$ cat src/sv/smx_pkg.sv
// shared types and constants for the stack machine execute unit
package smx_pkg;

    localparam int StackDepth  = 256;
    localparam int NumRegs     = 16;
    localparam int ProgramSize = 4096;
    localparam int SpW         = $clog2(StackDepth + 1);
    localparam int SaW         = $clog2(StackDepth);
    localparam int RegW        = (NumRegs > 1) ? $clog2(NumRegs) : 1;
    localparam logic [15:0] ImmBytes  = 16'd4;
    localparam logic [15:0] JumpBytes = 16'd2;

    typedef enum logic [3:0] {
        OP_NOP   = 4'd0,
        OP_PUSH  = 4'd1,
        OP_POP   = 4'd2,
        OP_LOAD  = 4'd3,
        OP_STORE = 4'd4,
        OP_JMP   = 4'd5,
        OP_JZ    = 4'd6,
        OP_JNZ   = 4'd7,
        OP_ADD   = 4'd8,
        OP_SUB   = 4'd9,
        OP_MUL   = 4'd10,
        OP_DIV   = 4'd11,
        OP_PRINT = 4'd12,
        OP_STOP  = 4'd13
    } opcode_t;

    localparam logic [3:0] ST_OK        = 4'd0;
    localparam logic [3:0] ST_OVERFLOW  = 4'd1;
    localparam logic [3:0] ST_UNDERFLOW = 4'd2;
    localparam logic [3:0] ST_BAD_REG   = 4'd3;
    localparam logic [3:0] ST_BAD_JUMP  = 4'd4;
    localparam logic [3:0] ST_DIV_ZERO  = 4'd5;
    localparam logic [3:0] ST_INVALID   = 4'd6;
    localparam logic [3:0] ST_STOPPED   = 4'd7;
    localparam logic [3:0] ST_HALTED    = 4'd8;

    // classified instruction handed from front to back
    typedef struct packed {
        logic [3:0]  opcode;
        logic [31:0] push_value;
        logic        reg_ok;
        logic [RegW-1:0] reg_idx;
        logic        tgt_ok;
        logic [15:0] jump_target;
        logic [15:0] length;
    } instr_t;

    // result item
    typedef struct packed {
        logic [3:0]  status;
        logic [31:0] print_value;
        logic        print_valid;
        logic [15:0] next_ip;
    } result_t;

endpackage

$ cat src/sv/smx_front.sv
// front end: accepts instructions, classifies them and queues them
module smx_front (
    input  logic            clk,
    input  logic            rst_n,
    input  logic            s_tvalid,
    output logic            s_tready,
    input  logic [63:0]     s_tdata,
    output logic            q_valid,
    input  logic            q_pop,
    output smx_pkg::instr_t q_data
);
    import smx_pkg::*;

    instr_t      cls;
    logic [3:0]  op;
    logic [7:0]  ri;
    logic [1:0]  cnt_reg, cnt_next;
    logic        rd_reg, rd_next, wr_reg, wr_next;
    instr_t      buf_reg [2];
    logic        push;

    assign op = s_tdata[3:0];
    assign ri = s_tdata[43:36];

    // decode the item
    always_comb
    begin
        cls.opcode      = op;
        cls.push_value  = s_tdata[35:4];
        cls.reg_ok      = (32'(ri) < 32'(NumRegs));
        cls.reg_idx     = RegW'(ri);
        cls.jump_target = s_tdata[59:44];
        cls.tgt_ok      = (32'(s_tdata[59:44]) < 32'(ProgramSize));
        case (op)
            OP_PUSH:                 cls.length = 16'd1 + ImmBytes;
            OP_LOAD, OP_STORE:       cls.length = 16'd2;
            OP_JMP, OP_JZ, OP_JNZ:   cls.length = 16'd1 + JumpBytes;
            default:                 cls.length = 16'd1;
        endcase
    end

    // two-entry queue
    assign s_tready = (cnt_reg != 2'd2);
    assign push     = s_tvalid && s_tready;
    assign q_valid  = (cnt_reg != 2'd0);
    assign q_data   = buf_reg[rd_reg];

    always_comb
    begin
        cnt_next = cnt_reg + 2'(push) - 2'(q_pop);
        rd_next  = rd_reg ^ q_pop;
        wr_next  = wr_reg ^ push;
    end

    always_ff @(posedge clk or negedge rst_n)
    begin
        if (!rst_n)
        begin
            cnt_reg <= '0;
            rd_reg  <= 1'b0;
            wr_reg  <= 1'b0;
        end
        else
        begin
            cnt_reg <= cnt_next;
            rd_reg  <= rd_next;
            wr_reg  <= wr_next;
        end
    end

    always_ff @(posedge clk)
    begin
        if (push)
        begin
            buf_reg[wr_reg] <= cls;
        end
    end
endmodule

$ cat config.mk
export PLATFORM = sky130hd
export DESIGN_NAME = smx_front
export DESIGN_NICKNAME = d
export VERILOG_FILES = /design/src/sv/smx_pkg.sv /design/src/sv/smx_front.sv
export SDC_FILE = /design/constraint.sdc
export NUM_CORES = 1
export LEC_CHECK = 0
export ABC_AREA = 1
export ABC_CLOCK_PERIOD_IN_PS = 2450
export BUFFER_PORTS_ARGS = -buffer_cell sky130_fd_sc_hd__buf_2
export CAP_MARGIN = 5
export CORE_UTILIZATION = 30
export CTS_CLUSTER_DIAMETER = 100
export CTS_CLUSTER_SIZE = 30
export DETAILED_ROUTE_END_ITERATION = 8
export GPL_ROUTABILITY_DRIVEN = 1
export PLACE_DENSITY_LB_ADDON = 0.1
export SETUP_SLACK_MARGIN = 0.02
export SYNTH_ARGS = -nofsm -noshare
export SYNTH_HDL_FRONTEND = slang
export SYNTH_SLANG_ARGS = --single-unit
$ cat constraint.sdc
create_clock -name clk -period 2.45 [get_ports clk]
set_clock_uncertainty 0.05 [all_clocks]
set_input_delay 0.1225 -clock clk [delete_from_list [all_inputs] [get_ports clk]]
set_output_delay 0.1225 -clock clk [all_outputs]
set_load 0.02 [all_outputs]
==> results.ini <==
[yosys]
yosysSeqAreaShare_pct = 76.19
synth.yosys.warnings = 0
synth_top_cell_by_area = edfxtp_1
synth_cell_types = 19
synth_seq_cells = 126
synth.avg_cell_area_um2 = 13.31
synth_top_cell_area_share_pct = 74.16
postSynthCellCount = 371
post_synth_instance_area_um2 = 4940
post_synth_main_area_contributors = edfxtp_1, o21ai_0, nand2_1

[flow_run]
max_cap_viols = 0

[finish]
largest_reg_flops = 122
final_area_um2 = 6867
layout_area_growth_over_synthesis_pct = 39.01
layout_common_cells = buf_2, edfxtp_1, nand2_1, inv_1
n_fill_cell = 1545
leading_cell_type_in_the_layout_fill_and_taps_excluded = buf_2
share_of_final_layout_standard_cells_stronger_than_drive_strength_1_pct = 27.07
regArea_um2 = 3767
multi_input_area_um2 = 762.0
num-nets-final = 640
n_antenna_cell = 0
postLayoutCoreUtil_pct = 42.92

[clocking]
cts.repair_timing.setup_buffer_count = 0
cts-resized-gates = 0
tritoncts.num_buffers = 17
cts_tree = built
ctsHtreeMaxLevel = 4
cts_hold_buffers = 61
insertion_delay_ns = 0.41
clock_tree.buffer_depth = 2
clk_transition_reported_paths_ns = 0.05
clock_root_cell = clkbuf_16
number_of_sinks_driven_by_the_clock_tree = 126

[timing]
hold_violations = 0
drv_slew = 0
final.period_utilization_pct = 85.92
worstMarginPinSlew_ns = 0.5959
post-route-min-period_ns = 2.105
slew-limit-headroom_pct = 60.28
setup_repair_after_global_routing_missed_its_margin = no
layout_setup_ws_ns = 0.3450
setup_viol_count_final = 0
max_freq_ghz = 0.4751

[place]
port_buffers = 126
hpwl_um = 5959
place_ws_ns = 0.6922
gp_congestion = 0.6568
place_area_um2 = 5768

[pwr]
power_switching_uw = 2798
switching_share_pct = 35.81
vdd_ir_drop_max_v = 0.0004674
clkPwrFrac_pct = 26.8
total_power_uw = 7813
cell_internal_pwr_uw = 5015
power_share_of_the_sequential_group_pct = 40.9
share_comb_of_total_power_pct = 32.3
static-leakage-power_uw = 0.002932
p_per_area_nw_per_um2 = 1138

[status]
outcome = completed

[route]
routed_via_density = 4.014
wire_per_inst_um = 12.12
drt_pass1_iterations = 4
drt.antenna.violating_nets = 0
drt_iter0_markers = 126
postRouteWirelength_um = 9649
drc = 0
detailroute.via_count = 3195

[grt]
number_of_antenna_violations_at_the_first_check_in_global_routing = 0
largest_net_degree_at_the_start_of_global_routing = 65
globalRouteOverflowTotal = 0
via_count_of_the_first_global_routing_pass = 3148
grt_pass1_wl_um = 14920
global_route_usage_sum_pct = 12.20

[floorplan]
die_width_um = 130.3
io_pins = 144
start_util_pct = 30.87
std_cell_rows = 46
floorplan.die.height_um = 130.3
dieArea_um2 = 16980
floorplan.core_area_um2 = 16000

[worst_setup_path]
largest_driver_fanout_on_the_critical_path = 64
end_kind = primary output
timing.critical_path.buf_inv = 2
worst_ep_required_time_ns = 2.28
reg2reg_depth = 5
cp_slowest_cell = dfrtp_4
max_stage_delay_ns = 0.80
timing.critical_path.max_delay_family = flip-flops
worstPathArrival_ns = 1.93
worstSetupPathType = flip-flop to primary output
crit_chain = buf_12 > nand2_1 > o21ai_0 > buf_2
critical_path_depth = 4
cp-start-kind = flip-flop

[min_path]
hold_class = input pin to flip-flop
timing.hold.worst_path_depth = 5

final timing paths:
kind / endpoint / from / slack, ns
min: wr_reg / s_tvalid / 0.16
min reg2reg: cnt_reg[0] / cnt_reg[0] / 0.46
max: q_data[26] / rd_reg / 0.35
max reg2reg: buf_reg[1][27] / cnt_reg[1] / 0.73
max in group asynchronous: rd_reg / rst_n / 1.59
min in group asynchronous: rd_reg / rst_n / 0.57
metal layers:
| layer | share of wire, % | wire length, um | track usage, % |
|---|---|---|---|
| met1 | 44 | 4205 | 12.57 |
| met2 | 51 | 4878 | 21.53 |
| met3 | 4.5 | 431 | 4.551 |
| met4 | 1.4 | 133 | 6.430 |
| met5 | 0 | 0 | 0 |
metrics by stage:
step,hold slack [ns],TNS [ns],instances
global placement,-0.1142,0,704
finish,0.1571,0,796
global route,0.1735,0,796
detailed placement,-0.1127,0,704
CTS,0.1414,0,796
floorplan,-0.2231,-30.05,383
cell families (layout without fill, tap and decap cells):
family | after synthesis | in the layout | share of synthesized area [%]
flops | 126 | 126 | 76.19
buf+inv | 96 | 293 | 9.802
simple gates | 79 | 79 | 6.205
compound gates | 64 | 64 | 6.535
fa+ha+maj | 4 | 4 | 1.013
other cells | 1 | 13 | 0.07591
xor+xnor | 1 | 1 | 0.1773
worst min-delay path, delay by kind of cell:
family | cells | cell delay, ns
buf+inv | 3 | 0.25
simple gates | 1 | 0.06
fa+ha+maj | 1 | 0.14
synth_stat cells:
| cell type | number |
|---|---|
| a21oi_1 | 2 |
| buf_4 | 13 |
| clkbuf_1 | 4 |
| clkbuf_2 | 1 |
| clkbuf_4 | 1 |
| clkbuf_8 | 7 |
| conb_1 | 1 |
| dfrtp_1 | 4 |
| edfxtp_1 | 122 |
| ha_1 | 4 |
| inv_1 | 70 |
| nand2_1 | 72 |
| nand3_1 | 1 |
| nor2_1 | 3 |
| nor3_1 | 1 |
| nor3b_1 | 2 |
| o21a_1 | 1 |
| o21ai_0 | 61 |
| xor2_1 | 1 |
area by class of cell:
class / count / share of cell area (%)
Multi-Input combinational cell: 161 / 11.10
Inverter: 70 / 3.827
Sequential cell: 126 / 54.87
Tap cell: 216 / 3.936
Timing Repair Buffer: 192 / 19.17
Clock inverter: 12 / 0.8017
Clock buffer: 19 / 6.305
power by group through the flow:
stage | clock, uW | sequential (uW) | combinational, uW
2_1_floorplan | 0 | 3110 | 1770
3_3_place_gp | 0 | 3230 | 2490
3_5_place_dp | 0 | 3250 | 2520
4_1_cts | 2160 | 3210 | 2600
5_1_grt | 2260 | 3260 | 2800
6_report | 2090 | 3200 | 2530
(Power assumes the default switching activity.)
